==> src/rtl/core/plu_pkg.sv <==
// Shared types and constants of the polyline linear upsampler.
`default_nettype none
package plu_pkg;

  localparam int CFG_W = 6;

  typedef enum logic [2:0] {
    S_IDLE,
    S_STARTX,
    S_WAITX,
    S_STARTY,
    S_WAITY,
    S_EMIT,
    S_FINAL
  } plu_state_t;

  typedef struct packed {
    logic init;
    logic load_qr;
    logic step;
    logic neg;
  } plu_lane_ctl_t;

endpackage
`default_nettype wire

==> src/rtl/core/plu_if.sv <==
// Point and vertex stream interfaces of the polyline linear upsampler.
`default_nettype none
interface plu_pt_if #(parameter int COORD_BITS = 24);
  logic                         valid;
  logic                         ready;
  logic signed [COORD_BITS-1:0] pt_x;
  logic signed [COORD_BITS-1:0] pt_y;
  logic                         series_end;

  modport source(output valid, pt_x, pt_y, series_end, input ready);
  modport sink(input valid, pt_x, pt_y, series_end, output ready);
endinterface

interface plu_vtx_if #(parameter int COORD_BITS = 24);
  logic                         valid;
  logic                         ready;
  logic signed [COORD_BITS-1:0] out_x;
  logic signed [COORD_BITS-1:0] out_y;
  logic                         run_last;
  logic                         strip_end;

  modport source(output valid, out_x, out_y, run_last, strip_end, input ready);
  modport sink(input valid, out_x, out_y, run_last, strip_end, output ready);
endinterface
`default_nettype wire

==> src/rtl/core/plu_divider.sv <==
// Restoring divider, one quotient bit per cycle.
`default_nettype none
module plu_divider #(
  parameter int CB = 24,
  parameter int KW = 6
) (
  input  wire logic          clk,
  input  wire logic          rst_n,
  input  wire logic          start,
  input  wire logic [CB-1:0] dividend,
  input  wire logic [KW-1:0] divisor,
  output logic               done,
  output logic [CB-1:0]      quot,
  output logic [KW-1:0]      rem
);
  import plu_pkg::*;

  localparam int CW = $clog2(CB + 1);

  logic [CB-1:0] dvd_r;
  logic [KW:0]   rem_r;
  logic [KW-1:0] den_r;
  logic [CW-1:0] cnt_r;
  logic          busy_r;
  logic          done_r;
  logic [KW:0]   rem_sh;
  logic          fits;

  assign rem_sh = {rem_r[KW-1:0], dvd_r[CB-1]};
  assign fits   = rem_sh >= {1'b0, den_r};

  always_ff @(posedge clk) begin
    if (!rst_n) begin
      busy_r <= 1'b0;
      done_r <= 1'b0;
      cnt_r  <= '0;
    end else begin
      done_r <= 1'b0;
      if (start) begin
        busy_r <= 1'b1;
        cnt_r  <= CW'(CB);
      end else if (busy_r) begin
        cnt_r <= cnt_r - 1'b1;
        if (cnt_r == CW'(1)) begin
          busy_r <= 1'b0;
          done_r <= 1'b1;
        end
      end
    end
  end

  always_ff @(posedge clk) begin
    if (start) begin
      dvd_r <= dividend;
      rem_r <= '0;
      den_r <= divisor;
    end else if (busy_r) begin
      rem_r <= fits ? (rem_sh - {1'b0, den_r}) : rem_sh;
      dvd_r <= {dvd_r[CB-2:0], fits};
    end
  end

  assign done = done_r;
  assign quot = dvd_r;
  assign rem  = rem_r[KW-1:0];

endmodule
`default_nettype wire

==> src/rtl/core/plu_lane.sv <==
// One coordinate lane: steps a value along a segment by quotient and remainder.
`default_nettype none
module plu_lane #(
  parameter int CB = 24,
  parameter int KW = 6
) (
  input  wire logic                  clk,
  input  wire plu_pkg::plu_lane_ctl_t ctl,
  input  wire logic [CB-1:0]         base,
  input  wire logic [CB-1:0]         quot,
  input  wire logic [KW-1:0]         rem,
  input  wire logic [KW-1:0]         den,
  output logic [CB-1:0]              value
);
  import plu_pkg::*;

  logic [CB-1:0] v_r;
  logic [CB-1:0] q_r;
  logic [KW-1:0] r_r;
  logic [KW-1:0] rr_r;
  logic          neg_r;
  logic [KW:0]   r_sum;
  logic          carry;
  logic [CB-1:0] inc;

  assign r_sum = {1'b0, r_r} + {1'b0, rr_r};
  assign carry = r_sum >= {1'b0, den};
  assign inc   = q_r + CB'(carry);

  always_ff @(posedge clk) begin
    if (ctl.init) begin
      v_r   <= base;
      r_r   <= den >> 1;
      neg_r <= ctl.neg;
    end else if (ctl.step) begin
      v_r <= neg_r ? (v_r - inc) : (v_r + inc);
      r_r <= carry ? KW'(r_sum - {1'b0, den}) : KW'(r_sum);
    end
    if (ctl.load_qr) begin
      q_r  <= quot;
      rr_r <= rem;
    end
  end

  assign value = v_r;

endmodule
`default_nettype wire

==> src/rtl/core/polyline_linear_upsampler_core.sv <==
// Top level of the polyline linear upsampler: sequencer, output register.
//
//   port     dir  protocol      payload
//   in_pt    in   valid/ready   pt_x, pt_y, series_end
//   out_vtx  out  valid/ready   out_x, out_y, run_last, strip_end
//   cfg_*    in   write enable  interp_count (6 bits)
//
// A point with no held predecessor starts no division. Otherwise one restoring
// divider serves x then y, followed by K + 1 emitted vertices, one more
// when the point ends its series. Reset is synchronous and clears the
// sequencer, configuration, held point and output valid. A stalled output
// holds the vertex register and pauses emission.
`default_nettype none
module polyline_linear_upsampler_core #(
  parameter int COORD_BITS = 24,
  parameter int MAX_INTERP = 62
) (
  input  wire logic                  clk,
  input  wire logic                  rst_n,
  plu_pt_if.sink                     in_pt,
  plu_vtx_if.source                  out_vtx,
  input  wire logic                  cfg_we,
  input  wire logic [plu_pkg::CFG_W-1:0] cfg_wdata
);
  import plu_pkg::*;

  localparam int CB = COORD_BITS;
  localparam int KW = $clog2(MAX_INTERP + 2);

  plu_state_t    state_r, state_nxt;
  logic [CFG_W-1:0] cfg_r;
  logic [KW-1:0] k_eff;
  logic [KW-1:0] den;
  logic [KW-1:0] j_r;
  logic [CB-1:0] prev_x_r, prev_y_r, nx_r, ny_r;
  logic          have_prev_r, last_r;
  logic          accept;
  logic          emit_go;
  logic [CB:0]   dx, dy;
  logic [CB-1:0] mag_x, mag_y;
  logic          div_start, div_done;
  logic [CB-1:0] div_quot;
  logic [KW-1:0] div_rem;
  plu_lane_ctl_t ctl_x, ctl_y;
  logic [CB-1:0] val_x, val_y;
  logic          out_valid_r, run_last_r, strip_end_r;
  logic [CB-1:0] out_x_r, out_y_r;

  assign k_eff = (cfg_r > CFG_W'(MAX_INTERP)) ? KW'(MAX_INTERP) : KW'(cfg_r);
  assign den   = k_eff + 1'b1;

  assign dx    = {nx_r[CB-1], nx_r} - {prev_x_r[CB-1], prev_x_r};
  assign dy    = {ny_r[CB-1], ny_r} - {prev_y_r[CB-1], prev_y_r};
  assign mag_x = dx[CB] ? CB'(-dx) : dx[CB-1:0];
  assign mag_y = dy[CB] ? CB'(-dy) : dy[CB-1:0];

  assign in_pt.ready = (state_r == S_IDLE);
  assign accept      = in_pt.valid && in_pt.ready;
  assign emit_go     = (state_r == S_EMIT || state_r == S_FINAL) &&
                       (!out_valid_r || out_vtx.ready);

  plu_divider #(.CB(CB), .KW(KW)) u_div (
    .clk      (clk),
    .rst_n    (rst_n),
    .start    (div_start),
    .dividend ((state_r == S_STARTY) ? mag_y : mag_x),
    .divisor  (den),
    .done     (div_done),
    .quot     (div_quot),
    .rem      (div_rem)
  );

  plu_lane #(.CB(CB), .KW(KW)) u_lane_x (
    .clk   (clk),
    .ctl   (ctl_x),
    .base  (prev_x_r),
    .quot  (div_quot),
    .rem   (div_rem),
    .den   (den),
    .value (val_x)
  );

  plu_lane #(.CB(CB), .KW(KW)) u_lane_y (
    .clk   (clk),
    .ctl   (ctl_y),
    .base  (prev_y_r),
    .quot  (div_quot),
    .rem   (div_rem),
    .den   (den),
    .value (val_y)
  );

  always_comb begin
    state_nxt = state_r;
    div_start = 1'b0;
    ctl_x     = '{init: 1'b0, load_qr: 1'b0, step: 1'b0, neg: dx[CB]};
    ctl_y     = '{init: 1'b0, load_qr: 1'b0, step: 1'b0, neg: dy[CB]};
    case (state_r)
      S_IDLE: begin
        if (accept && have_prev_r) state_nxt = S_STARTX;
      end
      S_STARTX: begin
        div_start  = 1'b1;
        ctl_x.init = 1'b1;
        ctl_y.init = 1'b1;
        state_nxt  = S_WAITX;
      end
      S_WAITX: begin
        if (div_done) begin
          ctl_x.load_qr = 1'b1;
          state_nxt     = S_STARTY;
        end
      end
      S_STARTY: begin
        div_start = 1'b1;
        state_nxt = S_WAITY;
      end
      S_WAITY: begin
        if (div_done) begin
          ctl_y.load_qr = 1'b1;
          state_nxt     = S_EMIT;
        end
      end
      S_EMIT: begin
        if (emit_go) begin
          ctl_x.step = 1'b1;
          ctl_y.step = 1'b1;
          if (j_r == k_eff) state_nxt = last_r ? S_FINAL : S_IDLE;
        end
      end
      S_FINAL: begin
        if (emit_go) state_nxt = S_IDLE;
      end
      default: state_nxt = S_IDLE;
    endcase
  end

  always_ff @(posedge clk) begin
    if (!rst_n) begin
      state_r     <= S_IDLE;
      cfg_r       <= '0;
      have_prev_r <= 1'b0;
      prev_x_r    <= '0;
      prev_y_r    <= '0;
      j_r         <= '0;
      out_valid_r <= 1'b0;
    end else begin
      state_r <= state_nxt;
      if (cfg_we) cfg_r <= cfg_wdata;
      if (accept && !have_prev_r && !in_pt.series_end) begin
        have_prev_r <= 1'b1;
        prev_x_r    <= in_pt.pt_x;
        prev_y_r    <= in_pt.pt_y;
      end
      if (state_r == S_STARTX) j_r <= '0;
      else if (state_r == S_EMIT && emit_go) j_r <= j_r + 1'b1;
      if (state_r == S_EMIT && emit_go && j_r == k_eff && !last_r) begin
        prev_x_r <= nx_r;
        prev_y_r <= ny_r;
      end
      if (state_r == S_FINAL && emit_go) begin
        have_prev_r <= 1'b0;
        prev_x_r    <= '0;
        prev_y_r    <= '0;
      end
      if (emit_go) out_valid_r <= 1'b1;
      else if (out_vtx.ready) out_valid_r <= 1'b0;
    end
  end

  always_ff @(posedge clk) begin
    if (accept) begin
      nx_r   <= in_pt.pt_x;
      ny_r   <= in_pt.pt_y;
      last_r <= in_pt.series_end;
    end
    if (emit_go) begin
      if (state_r == S_FINAL) begin
        out_x_r     <= nx_r;
        out_y_r     <= ny_r;
        run_last_r  <= 1'b1;
        strip_end_r <= 1'b1;
      end else begin
        out_x_r     <= val_x;
        out_y_r     <= val_y;
        run_last_r  <= (j_r == k_eff) && !last_r;
        strip_end_r <= 1'b0;
      end
    end
  end

  assign out_vtx.valid     = out_valid_r;
  assign out_vtx.out_x     = out_x_r;
  assign out_vtx.out_y     = out_y_r;
  assign out_vtx.run_last  = run_last_r;
  assign out_vtx.strip_end = strip_end_r;

  a_strip_end_is_run_last: assert property (@(posedge clk) disable iff (!rst_n)
    out_vtx.valid && out_vtx.strip_end |-> out_vtx.run_last)
    else $error("strip_end without run_last");

  a_div_done_in_wait: assert property (@(posedge clk) disable iff (!rst_n)
    div_done |-> (state_r == S_WAITX || state_r == S_WAITY))
    else $error("divider finished outside a wait state");

  a_index_in_range: assert property (@(posedge clk) disable iff (!rst_n)
    state_r == S_EMIT |-> j_r <= k_eff)
    else $error("vertex index beyond count");

  a_held_point_divides: assert property (@(posedge clk) disable iff (!rst_n)
    accept && have_prev_r |=> state_r == S_STARTX)
    else $error("held point did not start division");

endmodule
`default_nettype wire
==> src/flat_wrapper.sv <==
// flat-port wrapper written by rule: the top's interface ports become plain ports
module polyline_linear_upsampler_core_flat import plu_pkg::*;
#(
  parameter int COORD_BITS = 24,
  parameter int MAX_INTERP = 62
)
  (clk, rst_n, cfg_we, cfg_wdata, in_pt_valid, in_pt_pt_x, in_pt_pt_y, in_pt_series_end, in_pt_ready, out_vtx_valid, out_vtx_out_x, out_vtx_out_y, out_vtx_run_last, out_vtx_strip_end, out_vtx_ready);
  plu_pt_if #(.COORD_BITS(COORD_BITS)) in_pt_i ();
  plu_vtx_if #(.COORD_BITS(COORD_BITS)) out_vtx_i ();
  input  wire logic clk;
  input  wire logic rst_n;
  input  wire logic cfg_we;
  input  wire logic [plu_pkg::CFG_W-1:0] cfg_wdata;
  input wire logic [$bits(in_pt_i.valid)-1:0] in_pt_valid;
  input wire logic [$bits(in_pt_i.pt_x)-1:0] in_pt_pt_x;
  input wire logic [$bits(in_pt_i.pt_y)-1:0] in_pt_pt_y;
  input wire logic [$bits(in_pt_i.series_end)-1:0] in_pt_series_end;
  output wire logic [$bits(in_pt_i.ready)-1:0] in_pt_ready;
  output wire logic [$bits(out_vtx_i.valid)-1:0] out_vtx_valid;
  output wire logic [$bits(out_vtx_i.out_x)-1:0] out_vtx_out_x;
  output wire logic [$bits(out_vtx_i.out_y)-1:0] out_vtx_out_y;
  output wire logic [$bits(out_vtx_i.run_last)-1:0] out_vtx_run_last;
  output wire logic [$bits(out_vtx_i.strip_end)-1:0] out_vtx_strip_end;
  input wire logic [$bits(out_vtx_i.ready)-1:0] out_vtx_ready;
  assign in_pt_i.valid = in_pt_valid;
  assign in_pt_i.pt_x = in_pt_pt_x;
  assign in_pt_i.pt_y = in_pt_pt_y;
  assign in_pt_i.series_end = in_pt_series_end;
  assign in_pt_ready = in_pt_i.ready;
  assign out_vtx_valid = out_vtx_i.valid;
  assign out_vtx_out_x = out_vtx_i.out_x;
  assign out_vtx_out_y = out_vtx_i.out_y;
  assign out_vtx_run_last = out_vtx_i.run_last;
  assign out_vtx_strip_end = out_vtx_i.strip_end;
  assign out_vtx_i.ready = out_vtx_ready;
  polyline_linear_upsampler_core #(.COORD_BITS(COORD_BITS), .MAX_INTERP(MAX_INTERP)) u_core (.clk(clk), .rst_n(rst_n), .in_pt(in_pt_i), .out_vtx(out_vtx_i), .cfg_we(cfg_we), .cfg_wdata(cfg_wdata));
endmodule
==> config.mk <==
export PLATFORM = sky130hd
export DESIGN_NAME = polyline_linear_upsampler_core_flat
export DESIGN_NICKNAME = d
export VERILOG_FILES = /design/src/rtl/core/plu_pkg.sv /design/src/rtl/core/plu_if.sv /design/src/rtl/core/plu_divider.sv /design/src/rtl/core/plu_lane.sv /design/src/rtl/core/polyline_linear_upsampler_core.sv /design/src/flat_wrapper.sv
export SDC_FILE = /design/constraint.sdc
export NUM_CORES = 1
export LEC_CHECK = 0
export ABC_CLOCK_PERIOD_IN_PS = 7300
export BUFFER_PORTS_ARGS = -buffer_cell sky130_fd_sc_hd__clkbuf_2
export CAP_MARGIN = 40
export CORE_MARGIN = 2
export CORE_UTILIZATION = 50
export DETAILED_ROUTE_END_ITERATION = 8
export MAX_ROUTING_LAYER = met4
export PLACE_DENSITY = 0.76
export RECOVER_POWER = 50
export SLEW_MARGIN = 10
export SYNTH_ARGS = -nofsm -noshare
export SYNTH_HDL_FRONTEND = slang
export SYNTH_SLANG_ARGS = --single-unit
==> constraint.sdc <==
create_clock -name clk -period 7.3 [get_ports clk]
set_input_delay 1.095 -clock clk [delete_from_list [all_inputs] [get_ports clk]]
set_output_delay 1.095 -clock clk [all_outputs]
set_load 0.02 [all_outputs]
==> impl_metrics.prom <==
# TYPE chip_impl_metric gauge
chip_impl_metric{name="postRouteWirelength",unit="um"} 61050
chip_impl_metric{name="grt_max_degree",unit=""} 55
chip_impl_metric{name="standby_leakage_power",unit="nW"} 9.279
chip_impl_metric{name="clock_latency",unit="ps"} 580
chip_impl_info{name="synth.largest_area_cell",value="sky130_fd_sc_hd__edfxtp_1"} 1
chip_impl_metric{name="relSlewSlack",unit=""} -0.5121
chip_impl_metric{name="placed_cell_area",unit="um^2"} 23630
chip_impl_info{name="worst_setup_path_start_kind",value="register"} 1
chip_impl_metric{name="placement_rows",unit=""} 77
chip_impl_metric{name="floorplan.die.height",unit="um"} 215.0
chip_impl_metric{name="final_area",unit="um^2"} 24820
chip_impl_metric{name="cts_bufs_inserted",unit=""} 37
chip_impl_metric{name="grt.met3_usage",unit=""} 0.03397
chip_impl_metric{name="worst_ep_arrival_time",unit="ps"} 7250
chip_impl_metric{name="detail-route-antenna-nets",unit=""} 0
chip_impl_metric{name="number_of_synthesized_register_bits",unit=""} 329
chip_impl_metric{name="number_of_flops_mapped_to_enable_cells_by_yosys",unit=""} 249
chip_impl_info{name="violated_checks",value="capacitance limit, slew limit"} 1
chip_impl_metric{name="period_needed",unit="ps"} 6961
chip_impl_metric{name="worst_ir_drop_vdd",unit="mV"} 0.1893
chip_impl_metric{name="drtIter0Drc",unit=""} 1354
chip_impl_metric{name="fillers",unit=""} 3956
chip_impl_metric{name="placed_cells",unit=""} 3050
chip_impl_metric{name="async_reset_ff_frac",unit=""} 0
chip_impl_metric{name="setup-tns-final",unit="ps"} 0
chip_impl_metric{name="synth_top_area_share",unit=""} 0.3358
chip_impl_metric{name="grt_use_met2",unit=""} 0.4402
chip_impl_metric{name="maxSlewViolCount",unit=""} 206
chip_impl_metric{name="initial_util",unit=""} 0.5047
chip_impl_metric{name="path_clk_slew",unit="ps"} 60
chip_impl_metric{name="finish.net_count",unit=""} 2709
chip_impl_metric{name="ioPinCount",unit=""} 112
chip_impl_metric{name="fin_worst_hold_slack",unit="ps"} 472.6
chip_impl_info{name="cts_root_buffer",value="sky130_fd_sc_hd__clkbuf_16"} 1
chip_impl_metric{name="cp_data_required_time",unit="ps"} 7580
chip_impl_metric{name="place_congestion",unit=""} 0.9419
chip_impl_info{name="worstSetupEndpointType",value="register"} 1
chip_impl_info{name="synth_ff_type",value="sky130_fd_sc_hd__edfxtp_1"} 1
chip_impl_metric{name="floorplan.die_area",unit="um^2"} 46240
chip_impl_metric{name="ff2ff_setup_slack",unit="ps"} 340
chip_impl_metric{name="area_growth",unit="%"} 11.45
chip_impl_metric{name="clock_skew",unit="ps"} 32.30
chip_impl_metric{name="chipWidth",unit="um"} 215.0
chip_impl_info{name="setup.worst_path.start",value="u_core.cfg_r[3]$_SDFFE_PN0P_"} 1
chip_impl_metric{name="htreeDepth",unit=""} 2
chip_impl_metric{name="synth-seq-area-share",unit=""} 0.4077
chip_impl_metric{name="post_synth.cell_area_avg",unit="um^2"} 9.275
chip_impl_metric{name="worst-path-max-fanout",unit=""} 6
chip_impl_metric{name="num_antenna_cells",unit=""} 0
chip_impl_info{name="final_cell_mix",value="292 x sky130_fd_sc_hd__nand2_1, 249 x sky130_fd_sc_hd__edfxtp_1, 220 x sky130_fd_sc_hd__nor2_1"} 1
chip_impl_metric{name="timing.final.ws_setup",unit="ps"} 338.6
chip_impl_metric{name="yosys.area_share.xor_xnor",unit=""} 0.09833
chip_impl_metric{name="yosysWarnings",unit=""} 0
chip_impl_metric{name="critical_path.max_stage_delay",unit="ps"} 440
chip_impl_metric{name="vias",unit=""} 18320
chip_impl_metric{name="drc",unit=""} 0
chip_impl_metric{name="cts_num_sinks",unit=""} 329
chip_impl_metric{name="synth_compound_gate_area_share",unit=""} 0.1673
chip_impl_metric{name="synth_cells",unit=""} 2401
chip_impl_metric{name="max_clock_freq",unit="GHz"} 0.1436
chip_impl_metric{name="number_of_global_route_vias_before_repair",unit=""} 17696
chip_impl_metric{name="dp_hpwl",unit="um"} 45460
chip_impl_info{name="final_common_cell",value="sky130_fd_sc_hd__nand2_1"} 1
chip_impl_metric{name="finalHoldViolations",unit=""} 0
chip_impl_metric{name="grt_antenna_before_repair",unit=""} 0
chip_impl_info{name="crit_slowest_cell",value="sky130_fd_sc_hd__a2111o_1"} 1
chip_impl_info{name="outcome",value="finished with violations"} 1
chip_impl_metric{name="port_buffers",unit=""} 111
chip_impl_info{name="min_path_type",value="reg2reg"} 1
chip_impl_info{name="hp-start",value="u_core.u_lane_y.r_r[5]$_SDFFE_PP0P_"} 1
chip_impl_metric{name="global_route.usage.met1",unit=""} 0.3518
chip_impl_metric{name="synthSimpleGateAreaFrac",unit=""} 0.1676
chip_impl_info{name="r2r_start",value="u_core.cfg_r[3]$_SDFFE_PN0P_"} 1
chip_impl_info{name="cts_tree",value="yes"} 1
chip_impl_metric{name="syn_area",unit="um^2"} 22270
chip_impl_metric{name="synth.distinct_cells",unit=""} 95
chip_impl_metric{name="grt_first_pass_wirelength",unit="um"} 96580
chip_impl_metric{name="report.power.total",unit="mW"} 5.733
chip_impl_metric{name="final_cell_count_no_fill",unit=""} 3129
chip_impl_metric{name="final_core_util",unit=""} 0.5624
chip_impl_metric{name="global_route.overflow_total",unit=""} 0
chip_impl_metric{name="detailedRoute.firstPassIterationCount",unit=""} 5
chip_impl_metric{name="min_period_over_period",unit=""} 0.9536
chip_impl_metric{name="power-per-cell-area",unit="nW/um^2"} 231.0
chip_impl_metric{name="maxCapViolations",unit=""} 6
chip_impl_metric{name="placement.setup.worst_slack",unit="ps"} 17.07
chip_impl_metric{name="core_region_area",unit="um^2"} 44120
chip_impl_metric{name="synth_mux_area_frac",unit=""} 0.03528
chip_impl_metric{name="post_drt_wl_per_cell",unit="um"} 19.51
chip_impl_metric{name="finalSetupViolations",unit=""} 0
chip_impl_metric{name="max-clock-path-buffers",unit=""} 3
chip_impl_info{name="path_class",value="reg2reg"} 1
chip_impl_info{name="largest_family_of_logic_cells_by_synthesized_area",value="simple AND/OR/NAND/NOR gates"} 1
chip_impl_metric{name="groute.usage.overall",unit=""} 0.2683
chip_impl_info{name="grt_most_used_layer",value="met2"} 1
chip_impl_metric{name="post_synth_fa_ha_maj_area_fraction",unit=""} 0.08405
chip_impl_info{name="netlist_top_cells_area",value="sky130_fd_sc_hd__edfxtp_1 34%, sky130_fd_sc_hd__ha_1 7.4%, sky130_fd_sc_hd__dfxtp_1 7.2%"} 1
chip_impl_metric{name="mappedNetlistNets",unit=""} 2602
chip_impl_metric{name="tightest_slew",unit="ps"} 2268
chip_impl_metric{name="post_route_cells_drive_above_1_share",unit=""} 0.07804
chip_impl_metric{name="routed_via_count_divided_by_cell_count",unit=""} 5.855
state kept, by name (all words and copies together), names as in the netlist, 3 cells and up:
register and count:
u_core.u_lane_x.rr_r 6, u_core.u_lane_x.q_r 24, u_core.u_lane_y.q_r 24, u_core.u_div.den_r 6, u_core.u_lane_y.value 24, u_core.state_r 3
u_core.u_lane_x.r_r 6, u_core.j_r 6, u_core.nx_r 24, u_core.prev_y_r 24, u_core.u_div.rem_r 6, u_core.u_lane_x.value 24
u_core.u_lane_y.rr_r 6, u_core.cfg_r 6, u_core.ny_r 24, u_core.prev_x_r 24, u_core.out_vtx.out_y 24, u_core.u_lane_y.r_r 6
u_core.u_div.quot 24, u_core.out_vtx.out_x 24, u_core.u_div.cnt_r 5
cells in the mapped netlist, types with 10 or more instances:
cell type	n
sky130_fd_sc_hd__buf_2	17
sky130_fd_sc_hd__mux2i_1	74
sky130_fd_sc_hd__xor2_1	113
sky130_fd_sc_hd__a21o_1	36
sky130_fd_sc_hd__o21bai_1	12
sky130_fd_sc_hd__o21a_1	22
sky130_fd_sc_hd__edfxtp_1	249
sky130_fd_sc_hd__o21ai_0	131
sky130_fd_sc_hd__nor2b_1	26
sky130_fd_sc_hd__ha_1	132
sky130_fd_sc_hd__a21oi_1	137
sky130_fd_sc_hd__and3_1	26
sky130_fd_sc_hd__nand2_1	295
sky130_fd_sc_hd__nand4_1	20
sky130_fd_sc_hd__or3_1	19
sky130_fd_sc_hd__nor2_1	221
sky130_fd_sc_hd__a211oi_1	69
sky130_fd_sc_hd__and2_1	16
sky130_fd_sc_hd__a31oi_1	25
sky130_fd_sc_hd__clkbuf_1	72
sky130_fd_sc_hd__buf_1	10
sky130_fd_sc_hd__nand2b_1	26
sky130_fd_sc_hd__dfxtp_1	80
sky130_fd_sc_hd__o31ai_1	19
sky130_fd_sc_hd__inv_1	128
sky130_fd_sc_hd__nor3_1	53
sky130_fd_sc_hd__xnor2_1	137
sky130_fd_sc_hd__nand3_1	48
layer usage:
metal	routed length [um]	vias up
met3	3775	96
met1	26630	8786
met2	29210	581
li1	-	8857
met5	0	-
met4	1432	0
report_power, final:
| group | switching, mW | leakage (nW) | internal (mW) | total [mW] |
|---|---|---|---|---|
| combinational | 0.987 | 5.77 | 0.629 | 1.62 |
| sequential | 0.104 | 2.93 | 2.15 | 2.25 |
| clock | 0.810 | 0.572 | 1.05 | 1.86 |
worst max-delay path, delay by kind of cell (launching register included):
kind	cells	cell delay (ps)
flip-flops	1	340
XOR/XNOR	2	340
adder cells (fa/ha/maj)	6	1910
AO/OA/AOI/OAI	11	2020
AND/OR/NAND/NOR	11	1760
multiplexers	1	190
buffers and inverters	2	110
path summary, 6_finish.rpt:
path	to	cells past startpoint
max	u_core.u_lane_y.value[23]$_DFFE_PP_	33
min	u_core.u_lane_y.r_r[5]$_SDFFE_PP0P_	2
max reg2reg	u_core.u_lane_y.value[23]$_DFFE_PP_	33
min reg2reg	u_core.u_lane_y.r_r[5]$_SDFFE_PP0P_	2
kinds of logic after synthesis:
logic type / count (synthesis)
flip-flops: 329
AND/OR/NAND/NOR: 805
adder cells (fa/ha/maj): 145
XOR/XNOR: 250
AO/OA/AOI/OAI: 565
buffers and inverters: 229
multiplexers: 78
area by class of cell:
| cell class | instances | area (um^2) | area share |
|---|---|---|---|
| multi-input cells | 1843 | 12450 | 0.5017 |
| clock buffers | 50 | 1005 | 0.04048 |
| inverters | 129 | 485.5 | 0.01956 |
| clock inverters | 18 | 182.7 | 0.007361 |
| well taps | 592 | 740.7 | 0.02985 |
| flip-flops and latches | 329 | 9079 | 0.3658 |
| repair buffers | 168 | 873.3 | 0.03519 |
repair_timing:
action	4_1_cts	5_1_grt
setup buffers	0	10
hold buffers	0	0
pin swaps	0	16
endpoints found under the setup margin	2	19
resized for setup	2	30
Power figures use the tool's default switching activity.
